`config.mk`:
```
export PLATFORM = sky130hd
export DESIGN_NAME = bounded_deque_with_search_top
export DESIGN_NICKNAME = d
export VERILOG_FILES = /design/src/rtl/core/bdqs_pkg.sv /design/src/rtl/core/bounded_deque_with_search_top.sv /design/src/rtl/core/bdqs_store.sv /design/src/rtl/core/bdqs_ctrl.sv
export SDC_FILE = /design/constraint.sdc
export NUM_CORES = 1
export LEC_CHECK = 0
export BUFFER_PORTS_ARGS = -buffer_cell sky130_fd_sc_hd__buf_2
export CORE_MARGIN = 4
export CORE_UTILIZATION = 51
export CTS_BUF_LIST = sky130_fd_sc_hd__clkbuf_4
export DETAILED_ROUTE_END_ITERATION = 8
export PLACE_DENSITY = 0.7
export SYNTH_ARGS = -nofsm -noshare
export SYNTH_HDL_FRONTEND = slang
export SYNTH_SLANG_ARGS = --single-unit
```
`constraint.sdc`:
```
create_clock -name clk -period 6.2 [get_ports clk]
set_input_delay 0.62 -clock clk [delete_from_list [all_inputs] [get_ports clk]]
set_output_delay 0.62 -clock clk [all_outputs]
set_load 0.02 [all_outputs]
```
`src/rtl/core/bdqs_pkg.sv`:
```
`default_nettype none
// ----------------------------------------------------------------------------
// Deque with search: shared definitions
// Request codes, field widths and the default depth of the store.
// ----------------------------------------------------------------------------
package bdqs_pkg;

    localparam int REQ_W     = 3;
    localparam int VALUE_W   = 32;
    localparam int COUNT_W   = 5;
    localparam int DEPTH_DEF = 16;

    localparam logic [REQ_W-1:0] REQ_PUSH_FRONT = 3'd0;
    localparam logic [REQ_W-1:0] REQ_PUSH_BACK  = 3'd1;
    localparam logic [REQ_W-1:0] REQ_DROP_FRONT = 3'd2;
    localparam logic [REQ_W-1:0] REQ_DROP_BACK  = 3'd3;
    localparam logic [REQ_W-1:0] REQ_SEARCH     = 3'd4;

    // Port controls from the sequencer to the slot memory.
    typedef struct packed {
        logic wr_en;
        logic rd_en;
    } mem_ctl_t;

endpackage
`default_nettype wire

```
`src/rtl/core/bounded_deque_with_search_top.sv`:
```
`default_nettype none
// Push and drop requests register their result strobe after the operation state;
// a search first fetches the front entry, then scans k entries, k being at most
// the count (so up to DEPTH). The scan reads one slot per cycle through the
// single read port of the slot memory.
// A new request is accepted in the strobe cycle; the receiver cannot stall.
// Reset clears head, count and control at once; slot contents stay undefined.
// ----------------------------------------------------------------------------
// Deque with search: top level
// Bounded double-ended queue of signed values with a front-to-back search.
// ----------------------------------------------------------------------------
module bounded_deque_with_search_top #(
    parameter int DEPTH = bdqs_pkg::DEPTH_DEF
) (
    input  wire                                clk,
    input  wire                                rst_n,
    input  wire                                start,
    output logic                               busy,
    input  wire [bdqs_pkg::REQ_W-1:0]          req_type,
    input  wire signed [bdqs_pkg::VALUE_W-1:0] item_value,
    output logic                               done,
    output logic                               ok,
    output logic [bdqs_pkg::COUNT_W-1:0]       entry_count
);
    import bdqs_pkg::*;

    localparam int IDX_W = (DEPTH > 1) ? $clog2(DEPTH) : 1;
    localparam int CNT_W = $clog2(DEPTH + 1);

    mem_ctl_t           mem_ctl;
    logic [IDX_W-1:0]   mem_addr;
    logic [VALUE_W-1:0] mem_wr_data;
    logic [VALUE_W-1:0] mem_rd_data;

    bdqs_ctrl #(
        .DEPTH(DEPTH),
        .IDX_W(IDX_W),
        .CNT_W(CNT_W)
    ) u_ctrl (
        .clk        (clk),
        .rst_n      (rst_n),
        .start      (start),
        .req_type   (req_type),
        .item_value (item_value),
        .busy       (busy),
        .done       (done),
        .ok         (ok),
        .entry_count(entry_count),
        .mem_ctl    (mem_ctl),
        .mem_addr   (mem_addr),
        .mem_wr_data(mem_wr_data),
        .mem_rd_data(mem_rd_data)
    );

    bdqs_store #(
        .DEPTH(DEPTH),
        .IDX_W(IDX_W)
    ) u_store (
        .clk    (clk),
        .ctl    (mem_ctl),
        .addr   (mem_addr),
        .wr_data(mem_wr_data),
        .rd_data(mem_rd_data)
    );

    // Every request gives exactly one strobe, never two in a row.
    a_done_single: assert property (@(posedge clk) disable iff (!rst_n)
        done |=> !done)
        else $error("result strobe held for more than one cycle");

    a_no_done_while_busy: assert property (@(posedge clk) disable iff (!rst_n)
        busy |-> !done)
        else $error("result strobe while a request is in progress");

    a_accept_goes_busy: assert property (@(posedge clk) disable iff (!rst_n)
        (start && !busy) |=> (busy && !done))
        else $error("accepted request did not start work");

    a_memory_one_access: assert property (@(posedge clk) disable iff (!rst_n)
        !(mem_ctl.wr_en && mem_ctl.rd_en))
        else $error("slot memory written and read in the same cycle");

endmodule
`default_nettype wire

```
`src/rtl/core/bdqs_store.sv`:
```
`default_nettype none
// ----------------------------------------------------------------------------
// Deque with search: slot memory
// One write port and one read port with registered read data.
// ----------------------------------------------------------------------------
module bdqs_store #(
    parameter int DEPTH = bdqs_pkg::DEPTH_DEF,
    parameter int IDX_W = (DEPTH > 1) ? $clog2(DEPTH) : 1
) (
    input  wire                              clk,
    input  wire bdqs_pkg::mem_ctl_t          ctl,
    input  wire [IDX_W-1:0]                  addr,
    input  wire [bdqs_pkg::VALUE_W-1:0]      wr_data,
    output logic [bdqs_pkg::VALUE_W-1:0]     rd_data
);
    import bdqs_pkg::*;

    logic [VALUE_W-1:0] mem [DEPTH];

    always_ff @(posedge clk)
    begin
        if (ctl.wr_en)
        begin
            mem[addr] <= wr_data;
        end
    end

    always_ff @(posedge clk)
    begin
        if (ctl.rd_en)
        begin
            rd_data <= mem[addr];
        end
    end

endmodule
`default_nettype wire

```
`src/rtl/core/bdqs_ctrl.sv`:
```
`default_nettype none
// ----------------------------------------------------------------------------
// Deque with search: sequencer
// Holds the head and count, and drives one shared ring-position adder and
// one value comparator over the steps of each request.
// ----------------------------------------------------------------------------
module bdqs_ctrl #(
    parameter int DEPTH = bdqs_pkg::DEPTH_DEF,
    parameter int IDX_W = (DEPTH > 1) ? $clog2(DEPTH) : 1,
    parameter int CNT_W = $clog2(DEPTH + 1)
) (
    input  wire                              clk,
    input  wire                              rst_n,
    input  wire                              start,
    input  wire [bdqs_pkg::REQ_W-1:0]        req_type,
    input  wire signed [bdqs_pkg::VALUE_W-1:0] item_value,
    output logic                             busy,
    output logic                             done,
    output logic                             ok,
    output logic [bdqs_pkg::COUNT_W-1:0]     entry_count,
    output bdqs_pkg::mem_ctl_t               mem_ctl,
    output logic [IDX_W-1:0]                 mem_addr,
    output logic [bdqs_pkg::VALUE_W-1:0]     mem_wr_data,
    input  wire [bdqs_pkg::VALUE_W-1:0]      mem_rd_data
);
    import bdqs_pkg::*;

    localparam logic [1:0] ST_IDLE = 2'd0;
    localparam logic [1:0] ST_OP   = 2'd1;
    localparam logic [1:0] ST_SCAN = 2'd2;

    localparam logic [IDX_W:0] DEPTH_S = (IDX_W + 1)'(DEPTH);

    logic [1:0]         state_reg, state_next;
    logic [REQ_W-1:0]   req_reg, req_next;
    logic [VALUE_W-1:0] val_reg, val_next;
    logic [IDX_W-1:0]   head_reg, head_next;
    logic [CNT_W-1:0]   count_reg, count_next;
    logic [IDX_W-1:0]   idx_reg, idx_next;
    logic               ok_reg, ok_next;
    logic               done_reg, done_next;

    logic [IDX_W-1:0]   offset;
    logic [IDX_W:0]     pos_sum;
    logic [IDX_W-1:0]   ring_pos;
    logic               full;
    logic               empty;
    logic               hit;
    logic               last_entry;

    // Shared ring-position unit: head plus an offset, wrapped once.
    always_comb
    begin
        pos_sum  = {1'b0, head_reg} + {1'b0, offset};
        ring_pos = (pos_sum >= DEPTH_S) ? IDX_W'(pos_sum - DEPTH_S) : IDX_W'(pos_sum);
    end

    assign full       = (count_reg == CNT_W'(DEPTH));
    assign empty      = (count_reg == '0);
    assign hit        = (mem_rd_data == val_reg);
    assign last_entry = ((CNT_W'(idx_reg) + CNT_W'(1)) == count_reg);

    always_comb
    begin
        state_next = state_reg;
        req_next   = req_reg;
        val_next   = val_reg;
        head_next  = head_reg;
        count_next = count_reg;
        idx_next   = idx_reg;
        ok_next    = ok_reg;
        done_next  = 1'b0;
        offset     = '0;
        mem_ctl    = '0;

        unique case (state_reg)
            ST_IDLE:
            begin
                if (start)
                begin
                    req_next   = req_type;
                    val_next   = item_value;
                    state_next = ST_OP;
                end
            end
            ST_OP:
            begin
                state_next = ST_IDLE;
                done_next  = 1'b1;
                ok_next    = 1'b0;
                unique case (req_reg)
                    REQ_PUSH_FRONT:
                    begin
                        offset = IDX_W'(DEPTH - 1);
                        if (!full)
                        begin
                            mem_ctl.wr_en = 1'b1;
                            head_next     = ring_pos;
                            count_next    = count_reg + CNT_W'(1);
                            ok_next       = 1'b1;
                        end
                    end
                    REQ_PUSH_BACK:
                    begin
                        offset = IDX_W'(count_reg);
                        if (!full)
                        begin
                            mem_ctl.wr_en = 1'b1;
                            count_next    = count_reg + CNT_W'(1);
                            ok_next       = 1'b1;
                        end
                    end
                    REQ_DROP_FRONT:
                    begin
                        offset = IDX_W'(1);
                        if (!empty)
                        begin
                            head_next  = ring_pos;
                            count_next = count_reg - CNT_W'(1);
                            ok_next    = 1'b1;
                        end
                    end
                    REQ_DROP_BACK:
                    begin
                        if (!empty)
                        begin
                            count_next = count_reg - CNT_W'(1);
                            ok_next    = 1'b1;
                        end
                    end
                    REQ_SEARCH:
                    begin
                        if (!empty)
                        begin
                            // Fetch the front entry; the scan compares it next cycle.
                            mem_ctl.rd_en = 1'b1;
                            idx_next      = '0;
                            done_next     = 1'b0;
                            state_next    = ST_SCAN;
                        end
                    end
                    default:
                    begin
                    end
                endcase
            end
            ST_SCAN:
            begin
                if (hit || last_entry)
                begin
                    ok_next    = hit;
                    done_next  = 1'b1;
                    state_next = ST_IDLE;
                end
                else
                begin
                    offset        = idx_reg + IDX_W'(1);
                    mem_ctl.rd_en = 1'b1;
                    idx_next      = idx_reg + IDX_W'(1);
                end
            end
            default:
            begin
                state_next = ST_IDLE;
            end
        endcase
    end

    always_ff @(posedge clk or negedge rst_n)
    begin
        if (!rst_n)
        begin
            state_reg <= ST_IDLE;
            head_reg  <= '0;
            count_reg <= '0;
            ok_reg    <= 1'b0;
            done_reg  <= 1'b0;
        end
        else
        begin
            state_reg <= state_next;
            head_reg  <= head_next;
            count_reg <= count_next;
            ok_reg    <= ok_next;
            done_reg  <= done_next;
        end
    end

    always_ff @(posedge clk)
    begin
        req_reg <= req_next;
        val_reg <= val_next;
        idx_reg <= idx_next;
    end

    assign busy        = (state_reg != ST_IDLE);
    assign done        = done_reg;
    assign ok          = ok_reg;
    assign entry_count = COUNT_W'(count_reg);
    assign mem_addr    = ring_pos;
    assign mem_wr_data = val_reg;

endmodule
`default_nettype wire

```
# ---- Yosys cells after proc, flatten, opt, wreduce, memory -nomap -nowiden
# Memory sizes are Yosys's and may differ from the RTL's. A register that Yosys moved wholly into a read port is not among the register bits.
# Index checks and enable logic that the tools add are counted.
dict set report classes {
  mul 0
  n_div 0
  n_reduce_logical 16
  n_bitwise 0
  n_shift 0
  n_eq_ne 18
  n_addsub 6
  n_mux 35
  magnitude_cmp 1
}
# op count
set op_table {}
lappend op_table {{equality test 32 bit} 1}
lappend op_table {{2-to-1 mux 4 bit} 7}
lappend op_table {{one-hot mux 4 bit (2 select lines)} 3}
lappend op_table {{inequality test 2 bit, second input constant} 8}
lappend op_table {{2-to-1 mux 1 bit} 12}
lappend op_table {{one-hot mux 4 bit (3 select lines)} 1}
lappend op_table {{AND reduction 4 bit} 3}
lappend op_table {{2-to-1 mux 5 bit} 2}
lappend op_table {{one-hot mux 5 bit (2 select lines)} 1}
lappend op_table {{2-to-1 mux 2 bit} 4}
lappend op_table {{one-hot mux 1 bit (2 select lines)} 4}
lappend op_table {{nonzero test 2 bit} 4}
lappend op_table {{equality test 3 x 2 -> 1 bit, second input constant} 2}
lappend op_table {{one-hot mux 2 bit (3 select lines)} 1}
lappend op_table {{AND reduction 2 bit} 3}
lappend op_table {{adder 4 x 1 -> 5 bit, second input constant} 1}
lappend op_table {{adder 4 x 4 -> 5 bit} 1}
lappend op_table {{adder 5 x 1 -> 5 bit, second input constant} 1}
lappend op_table {{equality test 5 bit} 1}
lappend op_table {{equality test 5 bit, second input constant} 1}
lappend op_table {{greater-or-equal comparator 5 bit, second input constant} 1}
lappend op_table {{logical NOT 5 bit} 1}
lappend op_table {{subtractor 5 x 1 -> 5 bit, second input constant} 1}
lappend op_table {{adder 4 x 1 -> 4 bit, second input constant} 1}
lappend op_table {{10 further kinds} 11}
dict set report word_totals {
  mem_count 1
  input_bits 38
  mem_bits_ro 0
  latch_bits 0
  ramBits 512
  regBits 52
  word_cells 85
}
# name words width rd rd_clocked_by_memory_dff write_ports line
set mem_list {}
lappend mem_list {u_store.mem 16 32 1 1 1 bdqs_store.sv:18} ;# logic [VALUE_W-1:0] mem [DEPTH];

# ---- Longest topological paths before layout
# Gate-level depths: netlist of run 1.
dict set report logic_depth {
  word_depth 10
  ltp_mapped 18
}

# ---- Cells and area by module
# From an unflattened synthesis of run 1, not the netlist that was laid out.
dict set report unflattened {
  cells_unflattened 1051
  area_unflattened_um2 22987.0
}
# mod instances cells_per_inst area_per_inst_um2
set by_module_without_submodules {}
lappend by_module_without_submodules {bdqs_store 1 840 20183.1}
lappend by_module_without_submodules {bdqs_ctrl 1 211 2803.9}

# ---- Worst setup path before layout of run 1
# No wires, ideal clock.
dict set report synth_path {
  path_type {reg-to-reg}
  startpoint {reg u_ctrl.val_reg[17] (netlist: u_ctrl.mem_wr_data[17])}
  endpoint {mem u_store.mem[7][0] (enable)}
  setup_time_ns 0.468
  path_stages_with_launch 15
  path_buffers 2
  t_required_ns 5.732
  t_arrival_ns 6.031
  synth_period_minus_slack_ns 6.499
  path_slack_ns -0.299
  cell_sequence {edfxtp_1 > xor2_1 > nor4_1 > nand2_1 > o31a_1 > nand2_1 > nor2_1 > o21a_1 > ha_1 > fa_1 > xor2_1 > buf_2 > buf_1 > nand2_1 > nor3b_1}
}
dict set report synth_via {
  elab_chain_len 7
  word_cells_on_any_way 8
}
# item line
set synth_rtl {}
lappend synth_rtl {{start: declaration} bdqs_ctrl.sv:36} ;# logic [VALUE_W-1:0] val_reg, val_next;
lappend synth_rtl {{start signal: assignment} bdqs_ctrl.sv:192} ;# val_reg <= val_next;
lappend synth_rtl {{equality test 32 bit *} bdqs_ctrl.sv:60} ;# assign hit = (mem_rd_data == val_reg);
lappend synth_rtl {{logical OR 1 bit *} bdqs_ctrl.sv:149} ;# if (hit || last_entry)
lappend synth_rtl {{2-to-1 mux 4 bit *} bdqs_ctrl.sv:149}
lappend synth_rtl {{one-hot mux 4 bit (2 select lines) *} bdqs_ctrl.sv:76} ;# unique case (state_reg)
lappend synth_rtl {{adder 4 x 4 -> 5 bit *} bdqs_ctrl.sv:54} ;# pos_sum = {1'b0, head_reg} + {1'b0, offset};
lappend synth_rtl {{subtractor 4 x 1 -> 4 bit or greater-or-equal comparator 5 bit (tied branches)} bdqs_ctrl.sv:55} ;# ring_pos = (pos_sum >= DEPTH_S) ? IDX_W'(pos_sum - DEPTH_S) : IDX_W'(pos_sum);
lappend synth_rtl {{2-to-1 mux 4 bit *} bdqs_ctrl.sv:55}
lappend synth_rtl {{end: declaration} bdqs_store.sv:18}
# Mark *: on every way between the ends. The rest lies on a longest branch, timed or not.

# ---- Final worst setup path of run 1
dict set report layout_path {
  startpoint {reg u_ctrl.val_reg[15] (netlist: u_ctrl.mem_wr_data[15])}
  endpoint {mem u_store.mem[2][19] (enable)}
}
# The elaborated chain is that of the path after synthesis.

==> results of run 1 <==
-- cells by family after synthesis --
family / share of synthesized area (%)
AO/OA/AOI/OAI: 0.7656
XOR/XNOR: 1.871
buffers and inverters: 0.9865
multiplexers: 16.91
adder cells (fa/ha/maj): 0.7655
flip-flops: 76.83
AND/OR/NAND/NOR: 1.871
-- path summary, 6_finish.rpt --
path	start	endpoint	slack (ps)	cells past startpoint
max in group asynchronous	rst_n	u_ctrl.entry_count[3]	5780	2
worst max register to register	u_ctrl.mem_wr_data[15]	u_store.mem[2][19]	490	15
worst max-delay path	u_ctrl.mem_wr_data[15]	u_store.mem[2][19]	490	15
worst min register to register	u_ctrl.mem_wr_data[27]	u_store.mem[2][27]	540	0
min in group asynchronous	rst_n	u_ctrl.done	150	2
worst min-delay path	start	u_ctrl.state_reg[1]	110	3
-- critical path, delay by kind of cell (launching register included) --
family                     cells  cell delay (ps)
xor gates and xnor gates       2              580
DFF                            1              600
AOI/OAI and AO/OA              4              900
and+or+nand+nor                7             2600
adders and majority gates      1              270
muxes                          1              310
-- per-layer routing --
metal | vias up | wire length [µm] | GRT usage, %
met3 | 66 | 3278 | 6.109
li1 | 4948 | - | -
met5 | - | 0 | 0
met1 | 5827 | 20030 | 27.37
met2 | 380 | 22680 | 30.61
met4 | 0 | 877 | 6.402
-- through the flow --
| step | total power, mW | setup slack (ps) | cells | TNS, ps |
|---|---|---|---|---|
| global route | 7.749 | 71.32 | 1986 | 0 |
| global placement | 4.458 | 628.4 | 1706 | 0 |
| CTS | 7.507 | 438.0 | 1982 | 0 |
| finish | 7.399 | 488.2 | 1986 | 0 |
| floorplan | 4.442 | -298.6 | 1056 | -23680 |
| detailed placement | 4.458 | 503.7 | 1706 | 0 |
-- power by group through the flow --
stage / combinational [mW] / sequential [mW] / clock [mW]
after global routing: 0.0357 / 4.35 / 3.36
after CTS: 0.0337 / 4.35 / 3.12
final: 0.0326 / 4.36 / 3.01
after floorplan: 0.00000168 / 4.44 / 0
after detailed placement: 0.0160 / 4.44 / 0
after global placement: 0.0161 / 4.44 / 0
-- layout make-up --
class                      count  share of cell area [%]
timing repair buffer         137                   4.048
clock inverter                45                  0.8995
multi-input combinational    410                   19.89
clock buffer                 195                   5.482
inverter                       7                 0.09839
antenna                        4                 0.03748
tap                          592                   2.774
sequential                   596                   66.77
-- cell usage in the layout (no fill, tap or decap), types with 4 or more instances in the layout --
cell	count
inv_2	5
xor2_1	37
buf_12	6
mux2_2	4
clkbuf_4	195
a21oi_1	9
clkinv_1	30
mux4_2	128
clkinv_2	5
inv_1	7
nor2_4	8
mux2i_1	98
dfrtp_1	13
buf_2	45
ha_1	10
nand2_1	23
and2_1	4
o21ai_0	7
nand3_1	5
nor3_2	4
dlygate4sd3_1	36
xnor2_1	9
edfxtp_1	583
nor4_1	9
nor2_1	16
diode_2	4
buf_4	50
==> run metrics, run 1 <==
critical path type=flip-flop to flip-flop; CP endpoint kind=flip-flop; syn_area_per_cell=about 22 µm²; core footprint=between 0.04 and 0.05 mm²; top-area cell type share of the netlist area=75.43%; post-synthesis cell type count=39; layout cells sized above 1=33.53%; top cells by count, synth=583 x edfxtp_1, 128 x mux4_2, 98 x mux2i_1, 38 x xor2_1, 24 x nor2_1; power density over the cells=roughly 280 mW/mm²; Largest register FFs=a little over 500; Max Slew Vio Count=0; RSZ-0062 raised after global routing=no; FF+latch area=approximately 0.018 mm²; Die Height=between 200 and 250 µm; Worst-path clk slew=~60 ps; Placer Congestion=0.8128; top cell type by total area after synthesis=edfxtp_1; Cell Chain, Critical Path=xor2_1 -> nor4_1 -> nand4_1 -> o31a_1 -> nand2_1 -> o21ai_0 -> and2_1 -> ha_1 -> a21o_1 -> a21oi_1 -> xor2_1 -> nand2_1 -> mux2_4 -> and2_4 -> nor2_4; top_reg_cell synth=edfxtp_1; CTS sink cnt=between 500 and 600; register bit total from synthesis=slightly below 600; largest net degree at the start of global routing=76; CTS tree=yes; Slowest-stage cell, CP=nor2_4; f_max=~180 MHz; Min-Delay Path Class=input port to flip-flop; Worst slew margin=17.64%; Max clock buf depth=3; die area=approximately 0.05 mm²; Sequential Power Share=about three fifths; gr usage total=19.78%; post-layout util=~60%; post-CTS sizing=0; via count=between 10,000 and 15,000; area of placed instances=approximately 0.025 mm²; WL/cell=~24 µm; sequential area share after synthesis=76.83%; Top reg by flops=u_store.mem; global route overflow=0; Lkg Pwr=around 8.6 nW; vias in the first global route=between 10,000 and 15,000; setup bufs post-CTS=0; total wire length=46,870 µm; first-pass GRT wire length=a little over 70,000 µm; Tcrit/Tclk final=92.13%; row cnt=77; design area=0.02671 mm²; H-tree Lvls=4; DR iter-0 viols=1,201; Multi-input gate area=around 0.0053 mm²; io pins=between 40 and 50; Critical Path AT=6230 ps; Final #Nets=1,349; Initial Util=between 50% and 60%; status=complete, no violations; hold slack=roughly 110 ps; share of synthesized flip-flops with an asynchronous set or reset=about 2.2%; Pint=roughly 5.9 mW; startpoint class of the critical path=flip-flop; WP data required=6710 ps; most frequent cell after synthesis=edfxtp_1; synthesized instance count=about 1,100; Slew @ Worst Pin=about 1200 ps; Worst path max stage delay=970 ps; port bufs=between 40 and 50; initial antenna violation count=2; fill count=3,182; hold_buf cts=36; final setup vio count=0; NetSw=between 1 and 1.5 mW; DRT Pass-1 Iters=5; die width=221.3 µm; routed vias/inst=5.650; hpwl dp=between 20,000 and 30,000 µm; Synth Cell Area=between 0.02 and 0.025 mm²; number of CTS-inserted buffers=146; post-route ant nets=0; CP Max Fanout=32; Comb power frac=less than 1%; Worst Skew=approximately 63 ps; final hold violation count=0; area delta synth->final=15.07%; sw frac=roughly 20%; MaxCap Viol Count=0; Worst VDD drop=approximately 140 µV; synth top area cells=edfxtp_1 75%, mux4_2 12%, mux2i_1 4.2%; number of synthesized flops with an enable pin=between 500 and 600; clk root buf=clkbuf_4; Skew-Pair Late Insertion Delay=approximately 940 ps; Final min period=approximately 5700 ps; syn nets=1,107; Clock power frac=40.7%; Syn. warnings=0; DRC viols=0
Note: power is estimated with default switching activity, not from simulation.
==> run 2, diff against run 1 <==
- ABC_AREA: unset -> 1
==> run 2 against run 1 <==
Against the previous run:
- non-clock buffer count fell by 16
- die area shrank 1.2%
- core utilization is 0.33 points lower
- wire length grew 13%
- via count grew 23%
- critical path depth grew 3
- largest cell class unchanged
- highest routed layer unchanged
==> run metrics, run 2 <==
core footprint=about 0.044 mm²; DR iter-0 viols=1,433; die area=a little under 0.05 mm²; Top reg by flops=u_store.mem; most frequent cells in the layout=583 x edfxtp_1, 281 x nand2_1, 216 x clkbuf_4, 127 x a22oi_1, 78 x o21ai_0; Lkg Pwr=between 9 and 10 nW; area delta synth->final=15.18%; Skew-Pair Late Insertion Delay=~970 ps; Worst Reg-to-Reg Cells=18; CTS sink cnt=just under 600; global route overflow=0; Worst slew margin=around 33%; die width=about 220 µm; power density over the cells=479.1 mW/mm²; FF+latch area=0.01783 mm²; post-route ant nets=0; WL/cell=between 20 and 25 µm; Largest register FFs=512; share of synthesized flip-flops with an asynchronous set or reset=under 10%; number of CTS-inserted buffers=roughly 150; status=complete, no violations; critical path type=flip-flop to flip-flop; Worst-path clk slew=70 ps; post-route setup TNS=0 ps; io pins=46; DRC viols=0; Die Height=about 220 µm; vias in the first global route=around 14,000; commonest non-fill, non-tap cell in the layout=edfxtp_1; post-layout util=59.54%; via count=about 14,000; initial antenna violation count=2; MaxCap Viol Count=0; gr usage total=22.34%; Worst Slack Setup Final=approximately 1000 ps; syn_area_per_cell=15.32 µm²; Final #Nets=roughly 1,700; sequential area share after synthesis=77.84%; synth top area cells=edfxtp_1 76%, nand2_1 4.6%, a22oi_1 4.2%; post-synthesis cell type count=30; hpwl dp=roughly 26,000 µm; top cells by count, synth=583 x edfxtp_1, 281 x nand2_1, 127 x a22oi_1, 78 x o21ai_0; top-area cell type share of the netlist area=approximately 76%; Initial Util=about 52%; cell mode on critical path=nand2_1; RR Startpoint=u_ctrl.mem_wr_data[13]; DRT Pass-1 Iters=5; fill count=3,394; Worst Skew=76.16 ps; Max Slew Vio Count=0; Slew @ Worst Pin=a little over 1000 ps; Worst VDD drop=602.1 µV; RSZ-0062 raised after global routing=no; Worst path max stage delay=roughly 580 ps; routed vias/inst=between 5 and 6; port bufs=between 40 and 50; CP endpoint kind=flip-flop; Buf/Inv on CP=1; top_reg_cell synth=edfxtp_1; CP Max Fanout=36; startpoint class of the critical path=flip-flop; f_max=194.1 MHz; post-CTS sizing=0; syn nets=~1,500; total wire length=about 53,000 µm; Placer Congestion=approximately 0.83; final setup vio count=0; H-tree Lvls=4; top cell type by total area after synthesis=edfxtp_1; Cell Chain, Critical Path=xnor2_1 -> nand2_1 -> nor2_1 -> nand2_1 -> nor2_1 -> nand2_1 -> and2_1 -> nand2_1 -> a21oi_1 -> ha_1 -> a21oi_1 -> nand2_1 -> xor2_1 -> nand2_4 -> nand2_4 -> nand2_1 -> nor2_4 -> buf_4; dpl ws=1074 ps; largest net degree at the start of global routing=approximately 130; Slowest-stage cell, CP=edfxtp_1; Syn. warnings=0; WP data required=around 7000 ps; synthesized instance count=around 1,500; setup bufs post-CTS=0; first-pass GRT wire length=80,390 µm; Final min period=~5000 ps; most frequent cell after synthesis=edfxtp_1; clk root buf=clkbuf_4; row cnt=a little under 80; Final Power=12.64 mW; Worst path top cell family by delay=simple AND/OR/NAND/NOR gates; Multi-input gate area=between 0.004 and 0.005 mm²; hold_buf cts=37; CTS tree=yes; area of placed instances=approximately 0.024 mm²; flop2flop setup slack=1050 ps; Synth Cell Area=between 0.02 and 0.025 mm²; Min-Delay Path Class=input port to asynchronous set/reset pin; register bit total from synthesis=between 500 and 600; Tcrit/Tclk final=83.09%; design area=0.02639 mm²; RR Endpoint=u_store.mem[0][13]; final hold violation count=0; Max clock buf depth=3; Critical Path AT=roughly 5800 ps; number of synthesized flops with an enable pin=583; layout cells sized above 1=between 10% and 20%
-- run 2: worst max path at each step --
| stage | cells past startpoint | slack [ps] | to | start |
|---|---|---|---|---|
| 2_1_floorplan | 16 | 1290 | u_store.mem[11][0] | u_ctrl.idx_reg[0] |
| 6_report | 18 | 1050 | u_store.mem[0][13] | u_ctrl.mem_wr_data[13] |
| 3_5_place_dp | 18 | 1070 | u_store.mem[0][13] | u_ctrl.mem_wr_data[13] |
| 5_1_grt | 18 | 660 | u_store.mem[0][13] | u_ctrl.mem_wr_data[12] |
| 3_3_place_gp | 18 | 1220 | u_store.mem[0][13] | u_ctrl.mem_wr_data[13] |
| 4_1_cts | 18 | 1010 | u_store.mem[0][13] | u_ctrl.mem_wr_data[13] |
-- run 2: final cells by class --
cell class / count / area share (%)
Antenna cell: 4 / 0.03793
Clock buffer: 216 / 6.145
Clock inverter: 31 / 0.8013
Inverter: 46 / 0.6733
Multi-Input combinational cell: 774 / 17.88
Sequential cell: 596 / 67.58
Tap cell: 592 / 2.807
Timing Repair Buffer: 121 / 4.078
-- run 2: kinds of logic (layout without fill, tap and decap cells) --
group                      after synthesis  count (layout)  share of synthesized area, %
xor gates and xnor gates                35              35                         1.338
adders and majority gates               13              13                        0.7755
AOI/OAI and AO/OA                      345             345                         11.03
other                                    0               4                             0
buffers and inverters                  125             414                         2.288
and+or+nand+nor                        381             381                         6.734
DFF                                    596             596                         77.84
-- run 2: report_power, final --
part | internal (mW) | switching [mW] | total [mW] | leakage [nW]
sequential | 4.96 | 0.252 | 5.21 | 5.43
combinational | 1.48 | 2.76 | 4.24 | 2.62
clock | 1.68 | 1.52 | 3.20 | 1.09
-- run 2: metrics by stage --
stage | std cells | hold slack, ps
2_1_floorplan | 1495 | 324.4
3_3_place_gp | 2092 | 470.9
3_5_place_dp | 2092 | 489.3
4_1_cts | 2376 | 31.32
5_1_grt | 2380 | 58.37
6_report | 2380 | 107.3
-- run 2: per-layer routing --
layer  global-route usage, %  up-vias  share of wire [%]
li1                        -     6233                  -
met1                   30.12     6791                 41
met2                   35.40      648                 48
met3                   5.530       94                8.3
met4                   8.687        0                2.2
met5                       0        -                  0
==> run 3, diff against run 2 <==
- PLACE_DENSITY: 0.7 -> 0.67
- clock period: 6.2 -> 5.3 ns (I/O delays scaled with it)
==> run 3 against run 2 <==
Against the previous run:
- via count rose by 1.6%
- critical path depth rose by 1
- sequential cell count is the same
- clock skew shrank 18 ps
- sequential share of layout area decreased by 0.42 points
- clock power is 20% higher
- critical path type unchanged
==> run metrics, run 3 (synthesized netlist as in run 2, its figures left out) <==
global route overflow=0; WP data required=slightly below 6000 ps; RR Startpoint=u_ctrl.mem_wr_data[20]; largest net degree at the start of global routing=about 130; Min-Delay Path Class=input port to flip-flop; post-route setup TNS=0 ps; crit path from=u_ctrl.mem_wr_data[20]; post-route ant nets=0; critical path type=flip-flop to flip-flop; first-pass GRT wire length=roughly 84,000 µm; Slew @ Worst Pin=around 1200 ps; core footprint=0.04432 mm²; area of placed instances=0.02429 mm²; CTS tree=yes; hold_sp=item_value[23]; hpwl dp=between 20,000 and 30,000 µm; Final #Nets=approximately 1,800; Worst Skew=just under 60 ps; Worst Slack Setup Final=approximately 540 ps; f_max=around 210 MHz; Worst slew margin=~18%; status=complete, no violations; area delta synth->final=15.90%; Lkg Pwr=between 9 and 10 nW; Worst-path clk slew=about 60 ps; DRC viols=0; port bufs=between 40 and 50; Top reg by flops=u_store.mem; commonest non-fill, non-tap cell in the layout=edfxtp_1; CP endpoint kind=flip-flop; layout cells sized above 1=20.14%; via count=around 14,000; Worst VDD drop=about 810 µV; startpoint class of the critical path=flip-flop; CP Max Fanout=18; power density over the cells=between 500 and 600 mW/mm²; dpl ws=between 500 and 600 ps; row cnt=77; Initial Util=between 50 and 60%; die width=around 220 µm; number of CTS-inserted buffers=about 150; final hold violation count=0; Max Slew Vio Count=0; DR iter-0 viols=between 1,000 and 1,500; DRT Pass-1 Iters=5; Critical Path AT=approximately 5300 ps; Final min period=roughly 4800 ps; die area=between 0.04 and 0.05 mm²; Skew-Pair Late Insertion Delay=between 900 and 1000 ps; Tcrit/Tclk final=about nine tenths; Largest register FFs=a little over 500; Placer Congestion=between 0.8 and 0.9; Die Height=roughly 220 µm; total wire length=roughly 55,000 µm; H-tree Lvls=4; RSZ-0062 raised after global routing=no; vias in the first global route=between 10,000 and 15,000; gr usage total=23.39%; clk root buf=clkbuf_4; initial antenna violation count=1; CTS sink cnt=roughly 600; MaxCap Viol Count=0; WL/cell=about 23 µm; Max clock buf depth=3; io pins=46; final setup vio count=0; design area=around 0.027 mm²; most frequent cells in the layout=583 x edfxtp_1, 281 x nand2_1, 213 x clkbuf_4, 127 x a22oi_1, 78 x o21ai_0; routed vias/inst=between 5 and 6
[run 3: cell count changes in the layout (fill, tap and decap cells not counted)]
cell,previous run,this run
buf_12,15,9
buf_4,24,55
bufinv_16,2,4
clkbuf_4,216,213
clkinv_1,17,27
clkinv_2,0,3
clkinv_4,4,1
clkinvlp_4,2,3
diode_2,4,1
dlygate4sd3_1,37,38
inv_2,5,4
inv_6,3,1
[run 3: what timing repair did]
item / in CTS / in global routing
buffers inserted: 0 / 0
hold buffers: 38 / 0
endpoints found under the setup margin: 0 / 0
gates resized for setup: 0 / 0
endpoints found under the hold margin: 50 / 0
[run 3: through the flow]
step | util [%] | hold WS [ps] | cells | total power, mW
2_1_floorplan | - | 234.4 | 1495 | 9.523
3_3_place_gp | 54.80 | 444.4 | 2117 | 11.07
3_5_place_dp | 54.80 | 447.1 | 2117 | 11.12
4_1_cts | 59.91 | 172.0 | 2409 | 15.00
5_1_grt | 59.92 | 219.7 | 2410 | 15.85
6_report | 59.92 | 281.9 | 2410 | 14.91
[run 3: per-layer routing]
metal,global-route usage (%),share of wire [%]
met5,0,0
met3,6.398,8.5
met4,8.667,2.2
met2,36.54,47
met1,31.80,42
[run 3: area by class of cell]
cell class | instances | area (µm²)
Antenna cell | 1 | 2.502
Clock buffer | 213 | 1599
Clock inverter | 41 | 284.0
Fill cell | 3414 | 17760
Inverter | 46 | 177.7
Multi-Input combinational cell | 774 | 4718
Sequential cell | 596 | 17830
Tap cell | 592 | 740.7
Timing Repair Buffer | 147 | 1199
[run 3: where the power goes]
group	switching, mW	internal, mW	total, mW
Clock	1.80	2.04	3.84
Combinational	3.31	1.73	5.04
Sequential	0.239	5.80	6.03
Total	5.34	9.57	14.9
[run 3: worst paths after layout]
kind / to / slack (ps) / depth (start not counted)
setup / recovery: u_store.mem[8][30] / 540 / 19
hold / removal: u_ctrl.mem_wr_data[23] / 280 / 2
setup reg to reg: u_store.mem[8][30] / 540 / 19
hold reg to reg: u_ctrl.ok / 500 / 2
max in group asynchronous: u_ctrl.entry_count[4] / 4140 / 3
min in group asynchronous: u_ctrl.head_reg[2] / 700 / 3
[run 3: critical path, stage by stage, from the launching register on]
cell and delay (ps):
edfxtp_1 690, nand2_1 100, nand2_1 90, nand2_1 60
nor2_1 180, nand2_1 140, nor2_1 130, nand2_1 140
and2_1 230, nand2_1 80, a21oi_1 70, ha_1 380
a21oi_1 190, nand2_1 80, xor2_1 380, inv_1 140
nand3_4 200, nand3_1 170, nor2_4 490, buf_4 460
